==> src/design/dpu_pkg.sv <==
// Shared types and fixed constants for the depth pixel unprojection block.
package dpu_pkg;

    // Field widths of the input and result items.
    localparam int COORD_W   = 24;
    localparam int DEPTH_W   = 16;
    localparam int POINT_Z_W = 23;

    // Output format and unit conversion.
    localparam int OUT_FRAC_BITS = 16;
    localparam int MM_PER_METRE  = 1000;

    // Number of divider lanes: x, y and z.
    localparam int LANES = 3;

    // Input item: one depth pixel.
    typedef struct packed {
        logic signed [COORD_W-1:0] plane_x;
        logic signed [COORD_W-1:0] plane_y;
        logic [DEPTH_W-1:0]        depth_mm;
    } dpu_in_t;

    // Result item: one 3D point.
    typedef struct packed {
        logic signed [COORD_W-1:0] point_x;
        logic signed [COORD_W-1:0] point_y;
        logic [POINT_Z_W-1:0]      point_z;
    } dpu_out_t;

    // Per-item data carried alongside the square root pipeline.
    typedef struct packed {
        logic [COORD_W-1:0] ax;
        logic [COORD_W-1:0] ay;
        logic [DEPTH_W-1:0] depth;
        logic               neg_x;
        logic               neg_y;
    } dpu_side_t;

    // Sign flags carried alongside the divider pipeline.
    typedef struct packed {
        logic neg_x;
        logic neg_y;
    } dpu_tag_t;

endpackage

==> src/design/dpu_front.sv <==
// Front end: magnitudes, squares and the sum x*x + y*y + 1 in three register stages.
module dpu_front
    import dpu_pkg::*;
#(
    parameter int F = 20
)
(
    input  logic                  clk,
    input  logic                  rst_n,
    input  logic                  in_valid,
    input  dpu_in_t               pixel,
    output logic                  out_valid,
    output dpu_side_t             side,
    output logic [2*((F > COORD_W-1) ? F : COORD_W-1)+1:0] sum
);

    localparam int M    = (F > COORD_W-1) ? F : COORD_W-1;
    localparam int S_W  = 2 * M + 2;
    localparam int SQ_W = 2 * COORD_W;
    localparam logic [S_W-1:0] ONE_SQ = S_W'(1) << (2 * F);

    logic [COORD_W-1:0] ux;
    logic [COORD_W-1:0] uy;
    dpu_side_t          side1_next;

    logic               v1_reg;
    logic               v2_reg;
    logic               v3_reg;
    dpu_side_t          side1_reg;
    dpu_side_t          side2_reg;
    dpu_side_t          side3_reg;
    logic [SQ_W-1:0]    sq_x_reg;
    logic [SQ_W-1:0]    sq_y_reg;
    logic [S_W-1:0]     sum_reg;

    // Stage one: split each coordinate into sign and magnitude.
    assign ux = pixel.plane_x;
    assign uy = pixel.plane_y;

    always_comb
    begin
        side1_next.neg_x = pixel.plane_x[COORD_W-1];
        side1_next.neg_y = pixel.plane_y[COORD_W-1];
        side1_next.ax    = pixel.plane_x[COORD_W-1] ? (~ux + 1'b1) : ux;
        side1_next.ay    = pixel.plane_y[COORD_W-1] ? (~uy + 1'b1) : uy;
        side1_next.depth = pixel.depth_mm;
    end

    // Valid bits of the three stages.
    always_ff @(posedge clk or negedge rst_n)
    begin
        if (!rst_n)
        begin
            v1_reg <= 1'b0;
            v2_reg <= 1'b0;
            v3_reg <= 1'b0;
        end
        else
        begin
            v1_reg <= in_valid;
            v2_reg <= v1_reg;
            v3_reg <= v2_reg;
        end
    end

    // Stage two squares the magnitudes; stage three adds them to one squared.
    always_ff @(posedge clk)
    begin
        side1_reg <= side1_next;
        side2_reg <= side1_reg;
        sq_x_reg  <= SQ_W'(side1_reg.ax) * SQ_W'(side1_reg.ax);
        sq_y_reg  <= SQ_W'(side1_reg.ay) * SQ_W'(side1_reg.ay);
        side3_reg <= side2_reg;
        sum_reg   <= S_W'(sq_x_reg) + S_W'(sq_y_reg) + ONE_SQ;
    end

    assign out_valid = v3_reg;
    assign side      = side3_reg;
    assign sum       = sum_reg;

endmodule

==> config.mk <==
export PLATFORM = sky130hd
export DESIGN_NAME = dpu_front
export DESIGN_NICKNAME = d
export VERILOG_FILES = /design/src/design/dpu_pkg.sv /design/src/design/dpu_front.sv
export SDC_FILE = /design/constraint.sdc
export NUM_CORES = 2
export LEC_CHECK = 0
export BUFFER_PORTS_ARGS = -buffer_cell sky130_fd_sc_hd__buf_2
export CAP_MARGIN = 5
export CORE_UTILIZATION = 55
export DETAILED_ROUTE_END_ITERATION = 12
export PLACE_DENSITY = 0.83
export RECOVER_POWER = 50
export SLEW_MARGIN = 30
export SYNTH_ARGS = -nofsm -noshare
export SYNTH_HDL_FRONTEND = slang
export SYNTH_SLANG_ARGS = --single-unit
==> constraint.sdc <==
create_clock -name clk -period 7.5 [get_ports clk]
set_input_delay 0.75 -clock clk [delete_from_list [all_inputs] [get_ports clk]]
set_output_delay 0.75 -clock clk [all_outputs]
set_load 0.02 [all_outputs]
==> results.tsv <==
metric	value	unit
ys_top_cells_by_count	inv_1, fa_1, ha_1, nand2_1, dfxtp_1	
track_usage	0.258	
cp_slowest_cell	dfxtp_1	
post-route-drc-count	0	
path_buf_inv	6	
design.core.area	77500	um^2
post-route-min-period	7180	ps
insertedDiodeCount	0	
grt_busiest_layer	met2	
start_util	0.557	
area_growth	10.5	%
dieArea	79500	um^2
htree_num_levels	2	
clk_latency	610	ps
cpLargestDelayFamily	adder cells	
max_stage_delay	580	ps
hold_path.class	in2reg	
syn_inst	4479	
io_buffers	181	
met1_usage	0.315	
routed_wl	97200	um
rsz0062_at_grt	no	
synth_warnings	0	
drv_cap	0	
min_from	pixel[1]	
fin_hold_ws	259	ps
place.gp.congestion	0.917	
worstMarginPinSlew	934	ps
clock-root-buffer	clkbuf_16	
start_kind	register	
synth-seq-area-share	0.159	
crit_path_max_fanout	7	
antenna_found_initial	2	
cp.arrival	7710	ps
timing.slew.headroom	0.377	
vias	30600	
maxSlewViolCount	0	
yosysTopAreaCellShare	0.392	
synth_top_area_cell	fa_1	
cp.required	8030	ps
grt_max_degree	27	
drtIter0Drc	2071	
finalCritPeriodShare	0.957	
timing.critical_path.mode_cell	fa_1	
die_y	282	um
finalSetupViolCount	0	
rr_startpoint	side1_reg[37]	
synth_seq_cells	341	
pin_count	182	
clkTransAtPathRegs	70	ps
setup.worst_path.start	side1_reg[37]	
clockBufferDepth	3	
cp-end-kind	register	
grt_pass1_vias	33700	
avgSynthCellArea	9.63	um^2
clkSinkCount	341	
routed_via_density	5.28	
die_x	282	um
synth_area	43100	um^2
cts_buffers	41	
ys_types	76	
num_rows	102	
wire_per_inst	16.8	um
yosysMostFrequentCell	inv_1	
synthTopCellsByArea	fa_1, dfxtp_1, ha_1	
fmax	139	MHz
cts_tree	yes	
synth-edff-count	0	
worstSetupPathType	reg2reg	
drt_pass1_iterations	5	
postRouteAntennaNets	0	
drive_gt1_frac	0.0968	
fin_nets	6084	
dp_hpwl	79100	um
gr-usage-met3	0.0445	
clock_skew	29.7	ps
syn_nets	5835	
async_flop_share	0.00880	
grt_pass1_wl	163000	um
synthFlopType	dfxtp_1	
hold_viol	0	
status	finished, final reports clean	
overflow	0	
grt_util_met2	0.451	
per-stage QoR:
| stage | area, um^2 | setup TNS [ps] | setup WS (ps) | instances | util |
|---|---|---|---|---|---|
| after floorplan | 43100 | 0 | 561 | 4479 | - |
| after global placement | 46000 | 0 | 142 | 5719 | 0.594 |
| after detailed placement | 46000 | -44.0 | -44.0 | 5719 | 0.594 |
| after CTS | 47500 | 0 | 8.80 | 5795 | 0.613 |
| after global routing | 47600 | 0 | 5.18 | 5800 | 0.615 |
| final | 47600 | 0 | 322 | 5800 | 0.615 |
final timing paths:
kind	end	slack (ps)	depth (start not counted)
worst max register to register	sq_y_reg[45]	320	25
worst max-delay path	sq_y_reg[45]	320	25
worst min register to register	side[36]	320	0
max in group asynchronous	v2_reg	6850	2
worst min-delay path	side1_reg[3]	260	1
min in group asynchronous	v1_reg	500	2
area by class of cell:
class	instances	area [um^2]
Timing Repair Buffer	331	2130
Tap cell	1040	1300
Inverter	1216	4560
Fill cell	6033	29800
Clock inverter	22	282
Multi-Input combinational cell	2797	31300
Clock buffer	53	1150
Sequential cell	341	6890
cells in the final DEF (no fill, tap or decap), types with 7 or more instances in the layout:
cell type  count
o41ai_1        9
o21ai_0       82
clkbuf_16     42
nor3_1        19
a21o_1        56
ha_1         445
buf_4        136
o211ai_1       8
nand4_1       15
a211oi_1       7
nor2b_1       25
buf_2        177
dfxtp_1      308
xnor2_1      137
nor2_1        97
o21a_1        10
nand2b_1      21
and2_1       232
dfxtp_2       26
xor2_1        59
or3_1         11
nand3_1       23
buf_12         7
o31ai_1       15
inv_1       1216
a21oi_1      135
fa_1         844
a31oi_1       19
o21bai_1      20
nand2_1      400
clkbuf_1      10
kinds of logic after synthesis:
kind of cell | synth area share
flops | 0.159
other cells | 0.0000870
fa+ha+maj | 0.521
buf+inv | 0.117
compound gates | 0.0631
xor+xnor | 0.0398
mux | 0.00145
simple gates | 0.0991
per-layer routing:
metal  part of all wire  wire [um]
met2               0.51      49200
met3              0.075       7300
met5                  0          0
met4              0.040       3870
met1               0.38      36800
what timing repair did:
action                                  in CTS  in global routing
endpoints found under the setup margin       1                 25
hold buffers                                 1                  0
pin swaps                                    0                  4
setup buffers                                0                  5
gates resized for setup                      4                 49
hold endpoints to repair                     3                  0
Power is not shown: default switching activity piles up to over one toggle a cycle in this logic, so the estimate is an artifact.
