### src/design/dpu_pkg.sv
// Shared types and fixed constants for the depth pixel unprojection block.
package dpu_pkg;

    // Field widths of the input and result items.
    localparam int COORD_W   = 24;
    localparam int DEPTH_W   = 16;
    localparam int POINT_Z_W = 23;

    // Output format and unit conversion.
    localparam int OUT_FRAC_BITS = 16;
    localparam int MM_PER_METRE  = 1000;

    // Number of divider lanes: x, y and z.
    localparam int LANES = 3;

    // Input item: one depth pixel.
    typedef struct packed {
        logic signed [COORD_W-1:0] plane_x;
        logic signed [COORD_W-1:0] plane_y;
        logic [DEPTH_W-1:0]        depth_mm;
    } dpu_in_t;

    // Result item: one 3D point.
    typedef struct packed {
        logic signed [COORD_W-1:0] point_x;
        logic signed [COORD_W-1:0] point_y;
        logic [POINT_Z_W-1:0]      point_z;
    } dpu_out_t;

    // Per-item data carried alongside the square root pipeline.
    typedef struct packed {
        logic [COORD_W-1:0] ax;
        logic [COORD_W-1:0] ay;
        logic [DEPTH_W-1:0] depth;
        logic               neg_x;
        logic               neg_y;
    } dpu_side_t;

    // Sign flags carried alongside the divider pipeline.
    typedef struct packed {
        logic neg_x;
        logic neg_y;
    } dpu_tag_t;

endpackage

### src/design/dpu_scale.sv
// Forms the rounded division operands: numerators and twice the scaled ray length.
module dpu_scale
    import dpu_pkg::*;
#(
    parameter int F = 20
)
(
    input  logic                  clk,
    input  logic                  rst_n,
    input  logic                  in_valid,
    input  dpu_side_t             side,
    input  logic [((F > COORD_W-1) ? F : COORD_W-1):0] root,
    output logic                  out_valid,
    output dpu_tag_t              tag,
    output logic [LANES-1:0][((F > COORD_W-1) ? F : COORD_W-1)+33:0] num,
    output logic [((F > COORD_W-1) ? F : COORD_W-1)+11:0] d2
);

    localparam int M      = (F > COORD_W-1) ? F : COORD_W-1;
    localparam int R_W    = M + 1;
    localparam int D_W    = R_W + 11;
    localparam int N_W    = M + 34;
    localparam int PROD_W = COORD_W + DEPTH_W;

    logic                          vp_reg;
    logic                          vq_reg;
    dpu_tag_t                      tag_p_reg;
    dpu_tag_t                      tag_q_reg;
    logic [D_W-1:0]                den2_reg;
    logic [D_W-1:0]                d2_reg;
    logic [PROD_W-1:0]             prod_x_reg;
    logic [PROD_W-1:0]             prod_y_reg;
    logic [DEPTH_W-1:0]            depth_reg;
    logic [N_W-1:0]                den_ext;
    logic [LANES-1:0][N_W-1:0]     num_next;
    logic [LANES-1:0][N_W-1:0]     num_reg;

    // Valid bits of the two stages.
    always_ff @(posedge clk or negedge rst_n)
    begin
        if (!rst_n)
        begin
            vp_reg <= 1'b0;
            vq_reg <= 1'b0;
        end
        else
        begin
            vp_reg <= in_valid;
            vq_reg <= vp_reg;
        end
    end

    // Numerator of each rounded quotient is twice the product plus the denominator.
    assign den_ext = N_W'(den2_reg >> 1);

    always_comb
    begin
        num_next[0] = (N_W'(prod_x_reg) << (OUT_FRAC_BITS + 1)) + den_ext;
        num_next[1] = (N_W'(prod_y_reg) << (OUT_FRAC_BITS + 1)) + den_ext;
        num_next[2] = (N_W'(depth_reg) << (F + OUT_FRAC_BITS + 1)) + den_ext;
    end

    // First stage multiplies, second stage adds.
    always_ff @(posedge clk)
    begin
        tag_p_reg.neg_x <= side.neg_x;
        tag_p_reg.neg_y <= side.neg_y;
        den2_reg        <= D_W'(root) * D_W'(2 * MM_PER_METRE);
        prod_x_reg      <= PROD_W'(side.ax) * PROD_W'(side.depth);
        prod_y_reg      <= PROD_W'(side.ay) * PROD_W'(side.depth);
        depth_reg       <= side.depth;
        tag_q_reg       <= tag_p_reg;
        d2_reg          <= den2_reg;
        num_reg         <= num_next;
    end

    assign out_valid = vq_reg;
    assign tag       = tag_q_reg;
    assign num       = num_reg;
    assign d2        = d2_reg;

endmodule

### config.mk
export PLATFORM = sky130hd
export DESIGN_NAME = dpu_scale
export DESIGN_NICKNAME = d
export VERILOG_FILES = /design/src/design/dpu_pkg.sv /design/src/design/dpu_scale.sv
export SDC_FILE = /design/constraint.sdc
export NUM_CORES = 2
export LEC_CHECK = 0
export BUFFER_PORTS_ARGS = -buffer_cell sky130_fd_sc_hd__buf_4
export CAP_MARGIN = 10
export CELL_PAD_IN_SITES_DETAIL_PLACEMENT = 2
export CELL_PAD_IN_SITES_GLOBAL_PLACEMENT = 2
export CORE_UTILIZATION = 40
export CTS_BUF_LIST = sky130_fd_sc_hd__clkbuf_4 sky130_fd_sc_hd__clkbuf_8
export DETAILED_ROUTE_END_ITERATION = 7
export PLACE_DENSITY = 0.82
export SLEW_MARGIN = 15
export SYNTH_ARGS = -nofsm -noshare
export SYNTH_HDL_FRONTEND = slang
export SYNTH_SLANG_ARGS = --single-unit
export TNS_END_PERCENT = 10
### constraint.sdc
create_clock -name clk -period 7.5 [get_ports clk]
set_input_delay 1.5 -clock clk [delete_from_list [all_inputs] [get_ports clk]]
set_output_delay 1.5 -clock clk [all_outputs]
set_load 0.02 [all_outputs]
==> qor.yml <==
required_ps: 8100
slew_viol_final: 0
grt_pass1_vias: 35000
cts_tree: "done"
status: "completed"
endpoint_kind: "register"
crit_start: "side[3]"
io_buffers: 281
synth_cells: 3997
ant_nets: 0
hp-start: "depth_reg[4]"
routed_via_density: 5.14
cap_violations: 0
gp_congestion: 0.824
clk_latency_ps: 750
yosys.area.top_type: "fa_1"
crit_family: "adder cells"
grt_pass1_wl_mm: 199
yosys_warnings: 0
core_mm2: 0.0915
relSlewSlack: 0.191
rsz0062_at_grt: "no"
cp.arrival_ps: 7830
synth_area_leaders: "fa_1, dfxtp_1, ha_1, inv_1, and2_1"
postCtsSetupRepairBufs: 0
fin_crit_sh: 0.964
die_w_um: 306
drive_gt1_frac: 0.133
cts_hold_buf: 0
ys_seq_area_frac: 0.141
cts_max_path_buffers: 3
layout.nets: 5431
initial_core_util: 0.403
cp_cell_sequence: "buf_4 > nand2_1 > fa_1 > inv_1 > fa_1 > inv_1 > fa_1 > inv_1 > fa_1 > fa_1 > inv_1 > fa_1 > inv_1 > ha_1 > and4_1 > and2_1 > o2111ai_1 > a31oi_1 > a21oi_1 > buf_4 > o31ai_1 > o21ai_1 > nand2b_1 > xor2_1"
die_h_um: 306
synth.most_common_cell: "inv_1"
synth_cell_type_count: 75
synthTopCellsByCount: "inv_1, fa_1, nand2_1, and2_1, ha_1"
syn_to_final_growth_pct: 14.4
synthArstFlopShare: 0.00769
avgSynthCellArea_um2: 9.23
slowest_delay_ps: 580
track_usage: 0.276
wl_per_cell_um: 22.5
finClkSkew_ps: 92.7
hold_class: "register to register"
fp.dieArea_mm2: 0.0934
setup_viol: 0
numCtsBuffers: 52
dpl.hpwl_mm: 105
tightest_slew_ps: 1200
clk_pin_slew_ps: 60
cp-start-kind: "input pin"
cts.sink_count: 260
synth_flop_cell: "dfxtp_1"
row_count: 111
largest_reg_flops: 97
synth_top_area_share: 0.380
firstDrtPassIters: 5
htree_num_levels: 2
final-hold-violation-count: 0
slowest_stage: "fa_1"
antenna_found_initial: 1
root_buffer: "clkbuf_8"
drt_iter0_markers: 968
max_freq_mhz: 138
remaining_drc_errors: 0
timing.hold.ws_ps: 321
crit_path_max_fanout: 27
gr-total-overflow: 0
synth_area_mm2: 0.0369
pin_count: 302
cts_resized: 0
grt_max_degree: 50
ys_ff_latch: 260
period_needed_ps: 7230
wirelength_mm: 125
via_count: 28500
critPathBufInv: 7
timing.rr.start: "den2_reg[18]"
cpMostUsedCell: "fa_1"
critical_path_class: "input pin to register"
synth_edf_count: 0
## layer usage
layer  global-route usage  part of all wire
met3               0.0301             0.028
met1                0.309              0.38
met5                    0                 0
met4                0.125             0.048
met2                0.520              0.54
## cell families after synthesis
group | after synthesis | share of synthesized area
AND/OR/NAND/NOR | 1096 | 0.144
buffers and inverters | 1072 | 0.118
adder cells (fa/ha/maj) | 1027 | 0.491
AO/OA/AOI/OAI | 374 | 0.0657
flip-flops | 260 | 0.141
XOR/XNOR | 165 | 0.0392
multiplexers | 2 | 0.000577
other | 1 | 0.000102
## metrics by stage
| step | instances | util | setup TNS, ps | instance area, um^2 | setup slack (ps) |
|---|---|---|---|---|---|
| 2_1_floorplan | 4016 | - | 0 | 37000 | 198 |
| 3_5_place_dp | 5443 | 0.448 | -5190 | 41000 | -388 |
| 4_1_cts | 5539 | 0.461 | 0 | 42200 | 340 |
| 5_1_grt | 5540 | 0.461 | 0 | 42200 | 10.1 |
| 3_3_place_gp | 5443 | 0.448 | -206 | 41000 | -99.6 |
| 6_report | 5540 | 0.461 | 0 | 42200 | 270 |
## area by class of cell
| cell class | count | area [um^2] |
|---|---|---|
| Antenna cell | 1 | 2.50 |
| Clock buffer | 77 | 1010 |
| Clock inverter | 19 | 204 |
| Fill cell | 9901 | 49300 |
| Inverter | 847 | 3180 |
| Multi-Input combinational cell | 2684 | 27400 |
| Sequential cell | 260 | 5220 |
| Tap cell | 1186 | 1480 |
| Timing Repair Buffer | 466 | 3690 |
## cells in the final DEF, fill, tap and decap left out, types with 21 or more instances in the layout
master,Yosys,final
o21ai_0,44,44
nor3_1,22,22
a21oi_1,128,128
nand4_1,21,21
a21o_1,69,69
clkbuf_8,0,69
nand2_1,516,516
xor2_1,54,54
inv_1,846,846
nor2_1,80,80
dfxtp_1,258,258
nand3_1,29,29
xnor2_1,111,111
fa_1,700,700
and2_1,343,343
buf_4,79,451
ha_1,327,327
## path summary, 6_finish.rpt
check | slack, ps | cells past startpoint | to
worst max-delay path | 270 | 24 | prod_x_reg[37]
worst min-delay path | 320 | 0 | num[155]
worst max register to register | 3570 | 12 | num[53]
worst min register to register | 320 | 0 | num[155]
max in group asynchronous | 6840 | 1 | out_valid
min in group asynchronous | 580 | 1 | vp_reg
Power is not shown: default switching activity piles up to over one toggle a cycle in this logic, so the estimate is an artifact.
