## config.mk

```make
export PLATFORM = sky130hd
export DESIGN_NAME = dpu_sqrt
export DESIGN_NICKNAME = d
export VERILOG_FILES = /design/src/design/dpu_pkg.sv /design/src/design/dpu_sqrt.sv
export SDC_FILE = /design/constraint.sdc
export NUM_CORES = 2
export LEC_CHECK = 0
export BUFFER_PORTS_ARGS = -buffer_cell sky130_fd_sc_hd__buf_2
export CORE_ASPECT_RATIO = 0.9
export CORE_MARGIN = 2
export CORE_UTILIZATION = 35
export CTS_CLUSTER_DIAMETER = 120
export DETAILED_ROUTE_END_ITERATION = 8
export GPL_ROUTABILITY_DRIVEN = 0
export HOLD_SLACK_MARGIN = 0.15
export SLEW_MARGIN = 20
export SYNTH_ARGS = -nofsm -noshare
export SYNTH_HDL_FRONTEND = slang
export SYNTH_SLANG_ARGS = --single-unit
```

## constraint.sdc

```tcl
create_clock -name clk -period 6.3 [get_ports clk]
set_input_delay 0.945 -clock clk [delete_from_list [all_inputs] [get_ports clk]]
set_output_delay 0.945 -clock clk [all_outputs]
set_load 0.02 [all_outputs]
```

## src/design/dpu_pkg.sv

```systemverilog
// Shared types and fixed constants for the depth pixel unprojection block.
package dpu_pkg;

    // Field widths of the input and result items.
    localparam int COORD_W   = 24;
    localparam int DEPTH_W   = 16;
    localparam int POINT_Z_W = 23;

    // Output format and unit conversion.
    localparam int OUT_FRAC_BITS = 16;
    localparam int MM_PER_METRE  = 1000;

    // Number of divider lanes: x, y and z.
    localparam int LANES = 3;

    // Input item: one depth pixel.
    typedef struct packed {
        logic signed [COORD_W-1:0] plane_x;
        logic signed [COORD_W-1:0] plane_y;
        logic [DEPTH_W-1:0]        depth_mm;
    } dpu_in_t;

    // Result item: one 3D point.
    typedef struct packed {
        logic signed [COORD_W-1:0] point_x;
        logic signed [COORD_W-1:0] point_y;
        logic [POINT_Z_W-1:0]      point_z;
    } dpu_out_t;

    // Per-item data carried alongside the square root pipeline.
    typedef struct packed {
        logic [COORD_W-1:0] ax;
        logic [COORD_W-1:0] ay;
        logic [DEPTH_W-1:0] depth;
        logic               neg_x;
        logic               neg_y;
    } dpu_side_t;

    // Sign flags carried alongside the divider pipeline.
    typedef struct packed {
        logic neg_x;
        logic neg_y;
    } dpu_tag_t;

endpackage

```

## src/design/dpu_sqrt.sv

```systemverilog
// Pipelined integer square root, one result bit per register stage.
module dpu_sqrt
    import dpu_pkg::*;
#(
    parameter int F = 20
)
(
    input  logic                  clk,
    input  logic                  rst_n,
    input  logic                  in_valid,
    input  dpu_side_t             side_in,
    input  logic [2*((F > COORD_W-1) ? F : COORD_W-1)+1:0] sum,
    output logic                  out_valid,
    output dpu_side_t             side_out,
    output logic [((F > COORD_W-1) ? F : COORD_W-1):0] root
);

    localparam int M    = (F > COORD_W-1) ? F : COORD_W-1;
    localparam int R_W  = M + 1;
    localparam int S_W  = 2 * M + 2;
    localparam int RM_W = R_W + 2;
    localparam int A_W  = RM_W + 2;

    // Values entering each stage.
    logic            v_cur    [0:R_W-1];
    logic [S_W-1:0]  s_cur    [0:R_W-1];
    logic [RM_W-1:0] rem_cur  [0:R_W-1];
    logic [R_W-1:0]  root_cur [0:R_W-1];
    dpu_side_t       side_cur [0:R_W-1];

    // Stage registers and their next values.
    logic            valid_next [1:R_W];
    logic [R_W-1:0]  root_next  [1:R_W];
    dpu_side_t       side_next  [1:R_W];
    logic [S_W-1:0]  s_next     [1:R_W-1];
    logic [RM_W-1:0] rem_next   [1:R_W-1];

    logic            valid_reg [1:R_W];
    logic [R_W-1:0]  root_reg  [1:R_W];
    dpu_side_t       side_reg  [1:R_W];
    logic [S_W-1:0]  s_reg     [1:R_W-1];
    logic [RM_W-1:0] rem_reg   [1:R_W-1];

    genvar k;
    generate
        for (k = 0; k < R_W; k++)
        begin : g_stage
            logic [A_W-1:0] acc;
            logic [A_W-1:0] trial;
            logic           take;

            // The first stage starts from the sum with an empty remainder.
            if (k == 0)
            begin : g_first
                assign v_cur[k]    = in_valid;
                assign s_cur[k]    = sum;
                assign rem_cur[k]  = '0;
                assign root_cur[k] = '0;
                assign side_cur[k] = side_in;
            end
            else
            begin : g_later
                assign v_cur[k]    = valid_reg[k];
                assign s_cur[k]    = s_reg[k];
                assign rem_cur[k]  = rem_reg[k];
                assign root_cur[k] = root_reg[k];
                assign side_cur[k] = side_reg[k];
            end

            // Bring down the next two bits and try the root bit as one.
            assign acc   = {rem_cur[k], s_cur[k][S_W-1 -: 2]};
            assign trial = A_W'({root_cur[k], 2'b01});
            assign take  = (acc >= trial);

            assign valid_next[k+1] = v_cur[k];
            assign root_next[k+1]  = {root_cur[k][R_W-2:0], take};
            assign side_next[k+1]  = side_cur[k];

            // The last stage drops the sum and remainder and keeps the root.
            if (k < R_W - 1)
            begin : g_keep
                logic [A_W-1:0] diff;

                assign diff          = acc - trial;
                assign s_next[k+1]   = s_cur[k] << 2;
                assign rem_next[k+1] = take ? diff[RM_W-1:0] : acc[RM_W-1:0];
            end
        end
    endgenerate

    // Valid bits travel with the data.
    always_ff @(posedge clk or negedge rst_n)
    begin
        if (!rst_n)
        begin
            for (int i = 1; i <= R_W; i++)
            begin
                valid_reg[i] <= 1'b0;
            end
        end
        else
        begin
            for (int i = 1; i <= R_W; i++)
            begin
                valid_reg[i] <= valid_next[i];
            end
        end
    end

    // Payload registers of every stage.
    always_ff @(posedge clk)
    begin
        for (int i = 1; i <= R_W; i++)
        begin
            root_reg[i] <= root_next[i];
            side_reg[i] <= side_next[i];
        end
        for (int i = 1; i < R_W; i++)
        begin
            s_reg[i]   <= s_next[i];
            rem_reg[i] <= rem_next[i];
        end
    end

    assign out_valid = valid_reg[R_W];
    assign side_out  = side_reg[R_W];
    assign root      = root_reg[R_W];

endmodule

```

==> summary.md <==
| Metric | Value |
|---|---|
| Outcome | `finished, final reports clean` |
| Most frequent cell after synthesis | `dfxtp_1` |
| Vias in the first global route | `44400` |
| Worst setup path category | `reg -> reg` |
| CTS Sinks | `3023` |
| Die Y | `467 µm` |
| Die Wd | `519 µm` |
| Remaining antenna violation count | `0` |
| Reg area | `60600 µm²` |
| Fin crit share | `59.3%` |
| CP Data Arrival Time | `4.42 ns` |
| Area share of the largest cell type after synthesis | `72.0%` |
| Reg2Reg Setup Slack | `2.57 ns` |
| Clock Root Buffer | `clkbuf_16` |
| Pleak | `0.0446 µW` |
| Max-cap viol count | `0` |
| Worst slew pin tran | `0.919 ns` |
| Tmin final | `3.73 ns` |
| CTS Buffer Depth | `4` |
| Top post-synthesis cells by area | `dfxtp_1, ha_1, xnor2_1` |
| RSZ-0062 raised after global routing | `no` |
| Final TNS setup | `0 ns` |
| Clock-pin slew on the worst setup and hold paths | `0.06 ns` |
| Syn avg cell area | `12.7 µm²` |
| Core area | `238000 µm²` |
| Initial core utilization | `35.1%` |
| Rows | `170` |
| Worst-path cell with the longest stage delay | `a2111oi_0` |
| Post-synth top area cell | `dfxtp_1` |
| Area grow syn2layout | `19.0%` |
| Slew Limit Fails | `0` |
| Req. time, crit path | `6.98 ns` |
| Number of remaining DRC errors | `0` |
| Total Routing Usage GR | `10.2%` |
| Synth Warn # | `0` |
| Design area | `99300 µm²` |
| Setup violators final | `0` |
| Largest net degree at the start of global routing | `42` |
| H-Tree Level Count | `5` |
| DR vias | `44600` |
| PwrDens | `448 nW/µm²` |
| Synth top cells by count | `dfxtp_1, inv_1, nor2_1, ha_1, a21oi_1` |
| Crit-path max cell delay | `0.76 ns` |
| Max FFs per register | `1584` |
| Slew margin rel. | `37.2%` |
| Die area | `242000 µm²` |
| Clock skew | `0.0564 ns` |
| Drt pass-1 iters | `5` |
| Layout cell share with drive strength beyond 1 | `11.1%` |
| Synthesized flop and latch total | `3023` |
| Worst hold path class | `in -> reg` |
| Worst VDD drop | `0.319 mV` |
| Mapped Area | `83400 µm²` |
| CP Launch Type | `register` |
| Seq/Total Area, Yosys | `72.7%` |
| Multi-input logic area | `21000 µm²` |
| Number of fill cells | `21800` |
| Gate Count Post-Synth | `6564` |
| Post-synthesis net count | `7007` |
| Placed instance area | `88200 µm²` |
| Crit end category | `register` |
| Antenna violations before repair | `3` |
| Wire per inst | `12.2 µm` |
| Endpoints failing hold | `0` |
| CTS tree | `yes` |
| Synth unique cells | `82` |
| Clk_lat worst skew | `0.83 ns` |
| Ys flop type | `dfxtp_1` |
| Top-level I/O count | `208` |
| Number of CTS-inserted buffers | `301` |
| Synth async-reset ratio | `0.794%` |
| EDFF count, synth | `0` |
| HPWL after detailed placement | `84.5 mm` |
| Vias per cell | `4.26` |
| Max FO, Critical Path | `28` |
| Post-CTS setup repair buffer count | `0` |
| Pwr Total | `44500 µW` |
| Max frequency | `268 MHz` |
| Final Non-Filler Cells | `10500` |
| CP Cell Sequence | `inv_1, ha_1, a21o_1, a21oi_1, nor2b_1, a2111oi_0, o21ai_0, a21oi_1, nor2b_1, buf_4, clkinv_1, buf_4, nand4_1, nor2_1, xor2_1` |
| Layout Nets | `7514` |
| DRT Wirelength | `128 mm` |
| First-pass GRT wire length | `210 mm` |
| # port buffers | `207` |
| Post-Place Cells | `9878` |
| Iteration-0 DRC Markers | `2274` |
| Global route total overflow | `0` |
power by group:
group / switching [µW] / total (µW) / internal (µW)
sequential: 1220 / 22400 / 21200
clock: 7140 / 18100 / 10900
combinational: 2120 / 4000 / 1880
what timing repair did:
item | CTS | global route
hold buffers | 72 | 0
resized for setup | 0 | 0
endpoints found under the hold margin | 95 | 0
critical path: cells and delay by family, from the launching register on:
kind	cells	cell delay (ns)
buffers and inverters	4	0.57
xor gates and xnor gates	1	0.15
DFF	1	0.33
adders and majority gates	1	0.32
AOI/OAI and AO/OA	5	1.72
and+or+nand+nor	4	0.53
area by class of cell:
| cell class | count | area share, % |
|---|---|---|
| Sequential cell | 3023 | 61.1 |
| Multi-Input combinational cell | 3057 | 21.2 |
| Clock buffer | 412 | 8.77 |
| Tap cell | 3182 | 4.01 |
| Timing Repair Buffer | 290 | 1.85 |
| Clock inverter | 114 | 1.61 |
| Inverter | 398 | 1.50 |
| Antenna cell | 5 | 0.0126 |
through the flow:
step | hold slack (ns) | utilization [%] | worst slack (ns)
2_1_floorplan | 0.310 | - | 3.10
3_3_place_gp | 0.310 | 37.1 | 2.55
3_5_place_dp | 0.312 | 37.1 | 2.59
4_1_cts | 0.150 | 41.7 | 2.57
5_1_grt | 0.156 | 41.8 | 2.26
6_report | 0.236 | 41.8 | 2.57
placed cells by master, fill, tap and decap left out, drive strengths merged, types with 134 or more instances in the layout:
cell,netlist,final
a21o,134,134
a21oi,305,305
buf,13,218
clkbuf,73,412
dfxtp,2999,2999
ha,326,326
inv,397,416
nand2,282,282
nor2,329,329
o21ai,230,230
xnor2,250,250
xor2,208,208
layer usage:
layer / GRT usage, % / routed length, µm / part of all wire, % / vias up
met3: 2.20 / 6210 / 4.9 / 414
met5: 0 / 0 / 0 / -
met4: 5.76 / 6370 / 5.0 / 0
met2: 17.1 / 58300 / 46 / 1050
met1: 12.1 / 56700 / 44 / 20200
li1: - / - / - / 22900
worst paths after layout:
kind | from | end | cells past startpoint
min | sum[28] | s_reg[0][74]$_DFF_P_ | 1
min reg2reg | side_reg[2][18]$_DFF_P_ | side_reg[3][18]$_DFF_P_ | 0
max reg2reg | root_reg[0][315]$_DFF_P_ | rem_reg[0][387]$_DFF_P_ | 15
max in group asynchronous | rst_n | v_cur[0]$_DFF_PN0_ | 2
max | root_reg[0][315]$_DFF_P_ | rem_reg[0][387]$_DFF_P_ | 15
min in group asynchronous | rst_n | v_cur[22]$_DFF_PN0_ | 2
logic make-up after synthesis:
| group | share of synthesized area (%) |
|---|---|
| adders and majority gates | 4.89 |
| other | 0.00449 |
| xor gates and xnor gates | 4.81 |
| AOI/OAI and AO/OA | 7.09 |
| buffers and inverters | 2.19 |
| muxes | 0.819 |
| and+or+nand+nor | 7.52 |
| DFF | 72.7 |
Note: power is estimated with default switching activity, not from simulation.
